[config.mk]
export PLATFORM = sky130hd
export DESIGN_NAME = cooperative_task_scheduler_table_top
export DESIGN_NICKNAME = d
export VERILOG_FILES = /design/src/rtl/cts_pkg.sv /design/src/rtl/cts_mem.sv /design/src/rtl/cts_rsp_reg.sv /design/src/rtl/cooperative_task_scheduler_table_top.sv
export SDC_FILE = /design/constraint.sdc
export NUM_CORES = 1
export LEC_CHECK = 0
export ABC_AREA = 1
export BUFFER_PORTS_ARGS = -buffer_cell sky130_fd_sc_hd__buf_2
export CAP_MARGIN = 20
export CORE_ASPECT_RATIO = 1.2
export CORE_MARGIN = 2
export CORE_UTILIZATION = 30
export DETAILED_ROUTE_END_ITERATION = 7
export PLACE_DENSITY_LB_ADDON = 0.1
export RECOVER_POWER = 50
export SLEW_MARGIN = 20
export SYNTH_ARGS = -nofsm -noshare
export SYNTH_HDL_FRONTEND = slang
export SYNTH_SLANG_ARGS = --single-unit
[constraint.sdc]
create_clock -name clock -period 11.55 [get_ports clock]
set_input_delay 0 -clock clock [delete_from_list [all_inputs] [get_ports clock]]
set_output_delay 0 -clock clock [all_outputs]
set_load 0.1 [all_outputs]
[src/rtl/cts_pkg.sv]
// ----------------------------------------------------------------------------
// cts_pkg
// Types and constants shared by the cooperative task scheduler table.
// ----------------------------------------------------------------------------
`default_nettype none

package cts_pkg;

   localparam int SLOTS       = 8;
   localparam int MAX_RESULTS = 8;
   localparam int SLOT_W      = (SLOTS > 1) ? $clog2(SLOTS) : 1;
   localparam int CNT_W       = $clog2(SLOTS + 1);
   localparam int RES_CNT_W   = $clog2(MAX_RESULTS + 1);
   localparam int TASK_W      = 8;
   localparam int TIME_W      = 16;
   localparam int PEND_W      = 8;
   localparam int OUT_SLOT_W  = 3;
   localparam int REQ_SLOT_W  = 3;

   localparam logic [PEND_W-1:0] PENDING_MAX = '1;

   typedef enum logic [1:0] {
      OP_TICK     = 2'd0,
      OP_ADD      = 2'd1,
      OP_DELETE   = 2'd2,
      OP_DISPATCH = 2'd3
   } op_type;

   typedef enum logic [1:0] {
      ST_IDLE,
      ST_WALK,
      ST_FINAL
   } state_type;

   typedef struct packed {
      logic [TASK_W-1:0] tid;
      logic [TIME_W-1:0] delay;
      logic [TIME_W-1:0] period;
      logic [PEND_W-1:0] pending;
   } entry_type;

   typedef struct packed {
      logic [TASK_W-1:0]     run_task;
      logic                  run_valid;
      logic [OUT_SLOT_W-1:0] out_slot;
      logic                  status;
      logic                  last;
   } result_type;

endpackage

`default_nettype wire

[src/rtl/cts_mem.sv]
// ----------------------------------------------------------------------------
// cts_mem
// Slot table memory: one write port, one read port, registered read data.
// ----------------------------------------------------------------------------
`default_nettype none

module cts_mem (
   input  wire                          clock,
   input  wire                          wr_en,
   input  wire  [cts_pkg::SLOT_W-1:0]   wr_addr,
   input  cts_pkg::entry_type           wr_data,
   input  wire                          rd_en,
   input  wire  [cts_pkg::SLOT_W-1:0]   rd_addr,
   output cts_pkg::entry_type           rd_data
);
   import cts_pkg::*;

   entry_type mem_ff [SLOTS];
   entry_type rd_data_ff;

   always_ff @(posedge clock) begin
      if (wr_en) begin
         mem_ff[wr_addr] <= wr_data;
      end
   end

   always_ff @(posedge clock) begin
      if (rd_en) begin
         rd_data_ff <= mem_ff[rd_addr];
      end
   end

   assign rd_data = rd_data_ff;

endmodule

`default_nettype wire

[src/rtl/cts_rsp_reg.sv]
// ----------------------------------------------------------------------------
// cts_rsp_reg
// Output register for result items; refills in the cycle it is drained.
// ----------------------------------------------------------------------------
`default_nettype none

module cts_rsp_reg (
   input  wire                  clock,
   input  wire                  reset,
   input  wire                  in_valid,
   output logic                 in_ready,
   input  cts_pkg::result_type  in_data,
   output logic                 out_valid,
   input  wire                  out_ready,
   output cts_pkg::result_type  out_data
);
   import cts_pkg::*;

   logic       full_ff;
   result_type data_ff;

   assign in_ready  = !full_ff || out_ready;
   assign out_valid = full_ff;
   assign out_data  = data_ff;

   always_ff @(posedge clock) begin
      if (reset) begin
         full_ff <= 1'b0;
      end else if (in_valid && in_ready) begin
         full_ff <= 1'b1;
      end else if (out_ready) begin
         full_ff <= 1'b0;
      end
   end

   always_ff @(posedge clock) begin
      if (in_valid && in_ready) begin
         data_ff <= in_data;
      end
   end

endmodule

`default_nettype wire

[src/rtl/cooperative_task_scheduler_table_top.sv]
// ----------------------------------------------------------------------------
// cooperative_task_scheduler_table_top
// Time-triggered cooperative scheduler: table of task slots with tick, add,
// delete and dispatch operations.
//
// Usage:
//   Request channel (req_*): one operation per item. Tick counts down every
//   occupied slot, add fills the first free slot, delete clears a slot,
//   dispatch emits every task with pending runs in slot order.
//   Result channel (rsp_*): one item for tick, add and delete; one item per
//   dispatched task for dispatch (at most 8), or one empty item when none
//   is ready. rsp_last marks the final item of each request.
//   Timing: the slot table sits in a single-port-read memory and is walked
//   one slot per cycle unless a dispatch walk stalls, read and write-back
//   overlapped; add and delete skip the walk. One request is in work at a
//   time; req_ready is high between requests. Results leave through an
//   output register, so the walk continues while one item waits. A stalled
//   receiver pauses a dispatch walk only when a result is found while an
//   earlier one is held and the register is still full.
//   Reset: synchronous, clears every slot (per-slot occupied bits) and all
//   control state; the block takes a request in the first cycle after.
// ----------------------------------------------------------------------------
`default_nettype none

module cooperative_task_scheduler_table_top (
   input  wire                                clock,
   input  wire                                reset,
   input  wire                                req_valid,
   output logic                               req_ready,
   input  wire  [1:0]                         req_operation,
   input  wire  [cts_pkg::TASK_W-1:0]         req_task_id,
   input  wire  [cts_pkg::TIME_W-1:0]         req_start_delay,
   input  wire  [cts_pkg::TIME_W-1:0]         req_repeat_period,
   input  wire  [cts_pkg::REQ_SLOT_W-1:0]     req_slot,
   output logic                               rsp_valid,
   input  wire                                rsp_ready,
   output logic [cts_pkg::TASK_W-1:0]         rsp_run_task,
   output logic                               rsp_run_valid,
   output logic [cts_pkg::OUT_SLOT_W-1:0]     rsp_out_slot,
   output logic                               rsp_status,
   output logic                               rsp_last
);
   import cts_pkg::*;

   state_type               state_ff, state_in;
   op_type                  op_ff;
   logic [TASK_W-1:0]       id_ff;
   logic [TIME_W-1:0]       dly_ff;
   logic [TIME_W-1:0]       per_ff;
   logic [REQ_SLOT_W-1:0]   sl_ff;
   logic                    latch_req;

   logic [CNT_W-1:0]        rd_idx_ff, rd_idx_in;
   logic                    mod_valid_ff, mod_valid_in;
   logic [SLOT_W-1:0]       mod_idx_ff, mod_idx_in;
   logic                    rd_live_ff;
   logic [SLOTS-1:0]        live_ff, live_in;
   logic                    held_valid_ff, held_valid_in;
   logic [TASK_W-1:0]       held_task_ff, held_task_in;
   logic [SLOT_W-1:0]       held_slot_ff, held_slot_in;
   logic [RES_CNT_W-1:0]    count_ff, count_in;

   logic                    mem_we;
   logic [SLOT_W-1:0]       mem_waddr;
   entry_type               mem_wdata;
   logic                    mem_re;
   logic [SLOT_W-1:0]       mem_raddr;
   entry_type               mem_rdata;
   entry_type               cur;
   entry_type               upd;

   logic                    push_valid;
   logic                    push_ready;
   result_type              push_data;
   result_type              rsp_data;
   logic                    stall;
   logic                    issue;
   logic                    free_found;
   logic [SLOT_W-1:0]       free_idx;
   logic                    del_in_range;

   cts_mem u_mem (
      .clock   (clock),
      .wr_en   (mem_we),
      .wr_addr (mem_waddr),
      .wr_data (mem_wdata),
      .rd_en   (mem_re),
      .rd_addr (mem_raddr),
      .rd_data (mem_rdata)
   );

   cts_rsp_reg u_rsp (
      .clock     (clock),
      .reset     (reset),
      .in_valid  (push_valid),
      .in_ready  (push_ready),
      .in_data   (push_data),
      .out_valid (rsp_valid),
      .out_ready (rsp_ready),
      .out_data  (rsp_data)
   );

   assign rsp_run_task  = rsp_data.run_task;
   assign rsp_run_valid = rsp_data.run_valid;
   assign rsp_out_slot  = rsp_data.out_slot;
   assign rsp_status    = rsp_data.status;
   assign rsp_last      = rsp_data.last;

   assign cur          = rd_live_ff ? mem_rdata : '0;
   assign del_in_range = int'(sl_ff) < SLOTS;

   always_comb begin
      free_found = 1'b0;
      free_idx   = '0;
      for (int i = SLOTS - 1; i >= 0; i--) begin
         if (!live_ff[i]) begin
            free_found = 1'b1;
            free_idx   = SLOT_W'(i);
         end
      end
   end

   always_comb begin
      state_in      = state_ff;
      rd_idx_in     = rd_idx_ff;
      mod_valid_in  = mod_valid_ff;
      mod_idx_in    = mod_idx_ff;
      live_in       = live_ff;
      held_valid_in = held_valid_ff;
      held_task_in  = held_task_ff;
      held_slot_in  = held_slot_ff;
      count_in      = count_ff;
      mem_we        = 1'b0;
      mem_waddr     = mod_idx_ff;
      mem_wdata     = cur;
      mem_re        = 1'b0;
      mem_raddr     = rd_idx_ff[SLOT_W-1:0];
      push_valid    = 1'b0;
      push_data     = '0;
      req_ready     = 1'b0;
      latch_req     = 1'b0;
      upd           = cur;
      stall         = 1'b0;
      issue         = 1'b0;

      unique case (state_ff)
         ST_IDLE: begin
            req_ready = 1'b1;
            if (req_valid) begin
               latch_req     = 1'b1;
               rd_idx_in     = '0;
               mod_valid_in  = 1'b0;
               held_valid_in = 1'b0;
               count_in      = '0;
               if (op_type'(req_operation) == OP_TICK ||
                   op_type'(req_operation) == OP_DISPATCH) begin
                  state_in = ST_WALK;
               end else begin
                  state_in = ST_FINAL;
               end
            end
         end

         ST_WALK: begin
            if (mod_valid_ff) begin
               if (op_ff == OP_TICK) begin
                  if (cur.tid != '0) begin
                     if (cur.delay == '0) begin
                        if (cur.pending != PENDING_MAX) begin
                           upd.pending = cur.pending + 1'b1;
                        end
                        if (cur.period != '0) begin
                           upd.delay = cur.period;
                        end
                     end else begin
                        upd.delay = cur.delay - 1'b1;
                     end
                     mem_we    = 1'b1;
                     mem_wdata = upd;
                  end
               end else if (cur.pending != '0 &&
                            count_ff < RES_CNT_W'(MAX_RESULTS)) begin
                  if (held_valid_ff && !push_ready) begin
                     stall = 1'b1;
                  end else begin
                     push_valid          = held_valid_ff;
                     push_data.run_task  = held_task_ff;
                     push_data.run_valid = 1'b1;
                     push_data.out_slot  = OUT_SLOT_W'(held_slot_ff);
                     held_valid_in       = 1'b1;
                     held_task_in        = cur.tid;
                     held_slot_in        = mod_idx_ff;
                     count_in            = count_ff + 1'b1;
                     upd.pending         = cur.pending - 1'b1;
                     if (cur.period == '0) begin
                        upd                 = '0;
                        live_in[mod_idx_ff] = 1'b0;
                     end
                     mem_we    = 1'b1;
                     mem_wdata = upd;
                  end
               end
            end

            issue = !stall && rd_idx_ff < CNT_W'(SLOTS) &&
                    count_ff < RES_CNT_W'(MAX_RESULTS);
            if (!stall) begin
               mod_valid_in = issue;
               if (issue) begin
                  mem_re     = 1'b1;
                  mod_idx_in = rd_idx_ff[SLOT_W-1:0];
                  rd_idx_in  = rd_idx_ff + 1'b1;
               end
               if (!issue && !mod_valid_ff) begin
                  state_in = ST_FINAL;
               end
            end
         end

         ST_FINAL: begin
            push_valid     = 1'b1;
            push_data.last = 1'b1;
            case (op_ff)
               OP_ADD: begin
                  if (id_ff != '0) begin
                     if (free_found) begin
                        push_data.out_slot = OUT_SLOT_W'(free_idx);
                     end else begin
                        push_data.status = 1'b1;
                     end
                  end
               end
               OP_DELETE: begin
                  push_data.out_slot = OUT_SLOT_W'(sl_ff);
               end
               OP_DISPATCH: begin
                  if (held_valid_ff) begin
                     push_data.run_task  = held_task_ff;
                     push_data.run_valid = 1'b1;
                     push_data.out_slot  = OUT_SLOT_W'(held_slot_ff);
                  end
               end
               default: begin
               end
            endcase
            if (push_ready) begin
               state_in = ST_IDLE;
               if (op_ff == OP_ADD && id_ff != '0 && free_found) begin
                  mem_we            = 1'b1;
                  mem_waddr         = free_idx;
                  mem_wdata.tid     = id_ff;
                  mem_wdata.delay   = dly_ff;
                  mem_wdata.period  = per_ff;
                  mem_wdata.pending = '0;
                  live_in[free_idx] = 1'b1;
               end
               if (op_ff == OP_DELETE && del_in_range) begin
                  live_in[SLOT_W'(sl_ff)] = 1'b0;
               end
            end
         end

         default: begin
            state_in = ST_IDLE;
         end
      endcase
   end

   always_ff @(posedge clock) begin
      if (reset) begin
         state_ff      <= ST_IDLE;
         rd_idx_ff     <= '0;
         mod_valid_ff  <= 1'b0;
         live_ff       <= '0;
         held_valid_ff <= 1'b0;
         count_ff      <= '0;
      end else begin
         state_ff      <= state_in;
         rd_idx_ff     <= rd_idx_in;
         mod_valid_ff  <= mod_valid_in;
         live_ff       <= live_in;
         held_valid_ff <= held_valid_in;
         count_ff      <= count_in;
      end
   end

   always_ff @(posedge clock) begin
      mod_idx_ff   <= mod_idx_in;
      held_task_ff <= held_task_in;
      held_slot_ff <= held_slot_in;
      if (mem_re) begin
         rd_live_ff <= live_ff[mem_raddr];
      end
      if (latch_req) begin
         op_ff  <= op_type'(req_operation);
         id_ff  <= req_task_id;
         dly_ff <= req_start_delay;
         per_ff <= req_repeat_period;
         sl_ff  <= req_slot;
      end
   end

   a_mod_in_walk: assert property (@(posedge clock) disable iff (reset)
      mod_valid_ff |-> state_ff == ST_WALK)
      else $error("slot in modify stage outside of a walk");

   a_count_bound: assert property (@(posedge clock) disable iff (reset)
      count_ff <= RES_CNT_W'(MAX_RESULTS))
      else $error("dispatch result count beyond limit");

   a_accept_busy: assert property (@(posedge clock) disable iff (reset)
      (req_valid && req_ready) |=> state_ff != ST_IDLE)
      else $error("accepted item did not start work");

   a_walk_not_last: assert property (@(posedge clock) disable iff (reset)
      (push_valid && state_ff == ST_WALK) |-> !push_data.last)
      else $error("final item flagged before walk ended");

endmodule

`default_nettype wire

# After elaboration in Yosys (flattened, before gate mapping)
# Memory sizes are Yosys's and may differ from the RTL's. A register that Yosys moved wholly into a read port is not among the register bits.
# Cells that the tools add are included.
[totals] ff_bits=95 ramBits=384 in_bits=49 output_inout_bits=16 n_memories=1
[classes] addsub=5 magnitude_cmp=9 n_eq_ne=17 n_mux=115 n_bitwise=8 n_reduce_logical=38
[memory_table] name="u_mem.mem_ff" depth=8 word_bits=48 read_ports=1 rd_clocked_by_memory_dff=1 wr=1 line="cts_mem.sv:18" rtl="entry_type mem_ff [SLOTS];"
[op_table] op="$mux 48" n=8
[op_table] op="$mux 8" n=12
[op_table] op="$pmux 48 s2" n=1
[op_table] op="$mux 12" n=5
[op_table] op="$mux 1" n=46
[op_table] op="$mux 40" n=1
[op_table] op="$mux 3" n=12
[op_table] op="$logic_not 16->1" n=2
[op_table] op="$mux 16" n=2
[op_table] op="$mux 4" n=8
[op_table] op="$pmux 12 s2" n=1
[op_table] op="$reduce_bool 8->1" n=3
[op_table] op="$ne 2x2->1 const B" n=10
[op_table] op="$and 8x8->8" n=2
[op_table] op="$lt 3x4->1 const B" n=4
[op_table] op="$not 8->8" n=2
[op_table] op="$pmux 4 s2" n=2
[op_table] op="$pmux 8 s2" n=1
[op_table] op="$reduce_bool 16->1" n=1
[op_table] op="$sub 16x1->16 const B" n=1
[op_table] op="$logic_and 1x1->1" n=11
[op_table] op="$mux 2" n=5
[op_table] op="$demux 1 s3" n=3
[op_table] op="$ge 3x1->1 const B" n=3
[op_table] op="23 further kinds" n=46

# Longest topological paths before layout
[logic_depth] ltp_word=20 mapped_depth=17 depth_no_buf=14

# Cells and area by module
# From an unflattened synthesis, not the netlist that was laid out.
[hier_totals] hier_cells=2594 hier_area_um2=24614.9
[by_module_without_submodules] module="cts_mem" n_inst=1 cells_per_inst=1725 area_per_inst_um2=18151.2
[by_module_without_submodules] module="cooperative_task_scheduler_table_top" n_inst=1 cells_per_inst=849 area_per_inst_um2=5995.8
[by_module_without_submodules] module="cts_rsp_reg" n_inst=1 cells_per_inst=20 area_per_inst_um2=467.9

# Worst setup path after synthesis
# OpenSTA, ideal clock, no wires.
[synth_timing] path_kind="register -> register" start="register u_rsp.full_ff (netlist: u_rsp.out_valid)" end="memory u_mem.mem_ff[6][0] in the netlist's numbering, enable pin" setup_ps=454 t_arrival_ps=3901 slack_ps=7196 stages_incl_launch_ff=9 n_path_buf=0 path_cell_list="dfxtp_1 inv_1 nor2_1 inv_1 nand4_1 nor2_2 o21ai_0 nand2_1 nor2_1"
[synth_via] elab_chain_cells=11 elab_cells_between_ends=14
[synth_rtl] item="start, declared" line="cts_rsp_reg.sv:19" rtl="logic full_ff;"
[synth_rtl] item="start signal, assigned" line="cts_rsp_reg.sv:28" rtl="full_ff <= 1'b0;"
[synth_rtl] item="start signal, assigned" line="cts_rsp_reg.sv:30" rtl="full_ff <= 1'b1;"
[synth_rtl] item="start signal, assigned" line="cts_rsp_reg.sv:32" rtl="full_ff <= 1'b0;"
[synth_rtl] item="$logic_not 1->1 *" line="cts_rsp_reg.sv:22" rtl="assign in_ready = !full_ff || out_ready;"
[synth_rtl] item="$logic_or 1x1->1 *" line="cts_rsp_reg.sv:22"
[synth_rtl] item="$logic_not 1->1" line="cooperative_task_scheduler_table_top.sv:183" rtl="if (held_valid_ff && !push_ready) begin"
[synth_rtl] item="$logic_and 1x1->1" line="cooperative_task_scheduler_table_top.sv:183"
[synth_rtl] item="$mux 1" line="cooperative_task_scheduler_table_top.sv:183"
[synth_rtl] item="$mux 1" line="cooperative_task_scheduler_table_top.sv:181" rtl="end else if (cur.pending != '0 &&"
[synth_rtl] item="$mux 1" line="cooperative_task_scheduler_table_top.sv:166" rtl="if (op_ff == OP_TICK) begin"
[synth_rtl] item="$mux 1" line="cooperative_task_scheduler_table_top.sv:165" rtl="if (mod_valid_ff) begin"
[synth_rtl] item="$pmux 1 s2" line="cooperative_task_scheduler_table_top.sv:146" rtl="unique case (state_ff)"
[synth_rtl] item="$mux 1" line="cts_mem.sv:22" rtl="if (wr_en) begin"
[synth_rtl] item="$mux 1 (not written as such)" line="cts_mem.sv:23" rtl="mem_ff[wr_addr] <= wr_data;"
[synth_rtl] item="end, declared" line="cts_mem.sv:18"
# Mark *: on every way between the ends. The rest lies on a longest branch, timed or not.

# Final worst setup path
[layout_timing] start="register rd_idx_ff[1]" end="register rd_live_ff (data pin)"
[layout_via] elab_chain_cells=2
[layout_rtl] item="start, declared" line="cooperative_task_scheduler_table_top.sv:53" rtl="logic [CNT_W-1:0] rd_idx_ff, rd_idx_in;"
[layout_rtl] item="start signal, assigned" line="cooperative_task_scheduler_table_top.sv:279" rtl="rd_idx_ff <= rd_idx_in;"
[layout_rtl] item="$bmux 1 s3" line="cooperative_task_scheduler_table_top.sv:292" rtl="rd_live_ff <= live_ff[mem_raddr];"
[layout_rtl] item="$mux 1 (not written as such)" line="cooperative_task_scheduler_table_top.sv:292"
[layout_rtl] item="end signal, assigned" line="cooperative_task_scheduler_table_top.sv:292"
[layout_rtl] item="end, declared" line="cooperative_task_scheduler_table_top.sv:56" rtl="logic rd_live_ff;"
# Every way passes these cells. The select of a mux whose other input is x is not followed.
# A chain may end at the register's enable or synchronous reset.

==> metrics.txt <==
# diodes 0; most common cell after layout, fill and taps aside edfxtp_1; CTS tree done; clock sinks 527; Via Count about 15k; Synth Area in Adders less than 1%; Tot Pwr 6.539 mW; worst path cell trace clkinvlp_2, clkbuf_1, clkbuf_1, a21oi_1, a221oi_1, a31oi_1; switching power 2.413 mW; CTS Buf Count 58; fraction of registers with async set or reset after synthesis 0%; WHS Endpoint dly_ff[14]; maximum vdd drop ~0.00014 V; clock tree buffer depth 3; clk_lat worst skew 620 ps; remaining antenna violation count 0; R2R cell count 6; CP most frequent cell clkbuf_1; first-pass iteration count of the detailed router 5; Top delay family on crit path buffers and inverters; sw frac between 30% and 40%; WL final between 60000 and 70000 µm; slowest cell on the critical path dfxtp_1; Max-cap violations 6; clock network power share 28.6%; largest family of logic cells by synthesized area simple AND/OR/NAND/NOR gates; Mapped Area 22680 µm²; pre-CTS WS a little over 7000 ps; mux share of post-synthesis cell area 0%; Post-synth EDFFs 506; status finished, violations left; WS Path Type flip-flop to flip-flop; setup slack after layout between 4000 and 5000 ps; reg2reg end rd_live_ff; die width 255.0 µm; top_reg_cell synth edfxtp_1; wire per inst 20.27 µm; sum of negative setup slack 0 ps; Compound-Gate Fraction of Synth Area 10.34%; CP Data Arrival Time 7470 ps; Critical R2R Launch rd_idx_ff[1]; final hold violation count 0; Pleak 9.272 nW; number of global-route vias before repair 15.41k; failing checks capacitance limit, slew limit; min-delay src req_start_delay[14]; Comb pwr share 30.7%; Worst Setup End Kind flip-flop; row cnt 110; fin crit period 7122 ps; Synth Net Count 2103; worst slew pin tran roughly 3500 ps; largest net degree at the start of global routing 168; Clock Skew about 30 ps; RD Place Congestion 0.9070; Critical Path Max Stage Delay 1750 ps; Cell variety after synth 48; Setup violations, final 0; Startpoint Class flip-flop; postcts setup bufs 0; fillers 7524; critical path fanouts, max 51; reg-to-reg slack, setup roughly 4400 ps; Sequential Power Share 40.6%; port bufs 64; gate count of the mapped netlist 2046; CTS H-tree depth 2; Slew HR -132.1%; Critical Path RT 11900 ps; Power Density 248.8 nW/µm²; clock slew at reported path FFs 70 ps; Power Internal 4.126 mW; first-pass GRT wire length 97330 µm; Synth Area in Simple Gates 16.09%; vias per cell 4.818; Post-DP HPWL 36510 µm; initial antenna violation count 1; Fmax 140.4 MHz; Seq/Total Area, Yosys roughly 70%; final core occ 35.11%; Initial DRC Count 1016; period utilization roughly three fifths; syn_area_per_cell roughly 11 µm²; Syn-to-layout area delta 15.92%; I/O pin cnt 65; most frequent cells in the layout 506 x edfxtp_1, 426 x nor2_1, 281 x nand2_1; # DRC 0; Final #Nets 2195; cell count of the worst hold path 2; Overall Global Routing Usage 16.70%; Core ar. 74870 µm²; RSZ-0062 raised after global routing false; Initial Util 30.29%; share of cells above drive strength 1 under 10%; Synthesis Warnings 0; GRT overflow 0; die area 77810 µm²; Buf+Inv Stages, Crit Path 3; xor/xnor share of the synthesized area 0.2317%; Synth Register Bits between 500 and 600; clock root buffer clkbuf_16; Die Ht 305.2 µm; Pins Over Slew Limit 279; worst hold path type input port to flip-flop
[power by group through the flow]
stage / Combinational, mW / Clock, mW / Sequential, mW
floorplan: 1.41 / 0 / 2.65
global placement: 2.04 / 0 / 2.70
detailed placement: 2.06 / 0 / 2.69
CTS: 2.07 / 1.93 / 2.66
global route: 2.27 / 2.00 / 2.68
finish: 2.01 / 1.87 / 2.66
[cells by family after synthesis]
kind of cell,after synthesis
AOI/OAI and AO/OA,425
and+or+nand+nor,866
xor gates and xnor gates,6
buffers and inverters,214
DFF,527
adders and majority gates,8
[flip-flops by register name (all words and copies together), names as in the netlist, 8 cells and up]
| signal | count |
|---|---|
| u_rsp.out_data | 14 |
| id_ff | 8 |
| dly_ff | 16 |
| per_ff | 16 |
| u_mem.rd_data | 48 |
| u_mem.mem_ff | 384 |
| held_task_ff | 8 |
| live_ff | 8 |
[repair_timing]
item,4_1_cts,5_1_grt
hold endpoints to repair,58,0
hold buffers,48,0
resized for setup,0,0
[cell usage after synthesis, types with 3 or more instances]
| library cell | n | area, µm² |
|---|---|---|
| o21ai_2 | 11 | 96.34 |
| buf_1 | 12 | 45.04 |
| nand3_1 | 77 | 385.4 |
| o31ai_1 | 3 | 22.52 |
| nand2_4 | 14 | 157.7 |
| nand4_1 | 19 | 118.9 |
| buf_2 | 9 | 45.04 |
| o211ai_1 | 3 | 22.52 |
| buf_6 | 7 | 78.83 |
| a21oi_1 | 36 | 180.2 |
| nand2_2 | 15 | 93.84 |
| xor2_1 | 4 | 35.03 |
| nor2_4 | 3 | 33.78 |
| buf_4 | 5 | 37.54 |
| o21ai_1 | 28 | 140.1 |
| nor2_1 | 434 | 1629 |
| nand2_1 | 279 | 1047 |
| clkbuf_1 | 69 | 259.0 |
| nand3_2 | 4 | 40.04 |
| nor3_1 | 10 | 50.05 |
| o22ai_1 | 50 | 312.8 |
| edfxtp_1 | 506 | 15190 |
| inv_2 | 5 | 18.77 |
| ha_1 | 8 | 100.1 |
| o21ai_0 | 233 | 1166 |
| dfxtp_1 | 21 | 420.4 |
| a31oi_1 | 50 | 312.8 |
| nor2_2 | 5 | 31.28 |
| inv_1 | 103 | 386.6 |
[metrics by stage]
stage                     std cells  instance area, µm²  hold slack, ps
after detailed placement       3038               24030           178.1
after global routing           3192               26290           66.15
after global placement         3038               24030           176.9
final                          3192               26290           83.34
after CTS                      3192               26430           41.94
after floorplan                2046               22680           98.87
[routing by layer]
| metal | up-vias | share of wire, % | global-route usage [%] |
|---|---|---|---|
| li1 | 7392 | - | - |
| met1 | 7585 | 45 | 22.32 |
| met2 | 309 | 49 | 28.03 |
| met3 | 92 | 4.0 | 2.580 |
| met4 | 0 | 2.3 | 4.678 |
| met5 | - | 0 | 0 |
[how the worst max path moves through the flow]
stage / startpoint / to / slack [ps] / depth (start not counted)
floorplan: u_rsp.out_valid / u_mem.mem_ff[6][0] / 7200 / 8
global placement: rd_live_ff / u_mem.mem_ff[3][33] / 7150 / 14
detailed placement: rd_live_ff / u_mem.mem_ff[3][39] / 7060 / 14
CTS: rd_live_ff / u_mem.mem_ff[3][2] / 7040 / 14
global route: rd_live_ff / u_mem.mem_ff[3][35] / 3730 / 14
finish: rd_idx_ff[1] / rd_live_ff / 4430 / 6
[layout make-up]
type                       instances  area, µm²  area share, %
timing repair buffer             136      939.7          3.574
clock inverter                    33      360.3          1.371
tap                             1008       1261          4.798
sequential                       527      15620          59.41
multi-input combinational       1305       6128          23.31
inverter                         110      419.2          1.594
clock buffer                      73       1560          5.935
No activity file was read; power rests on OpenSTA's default activity.
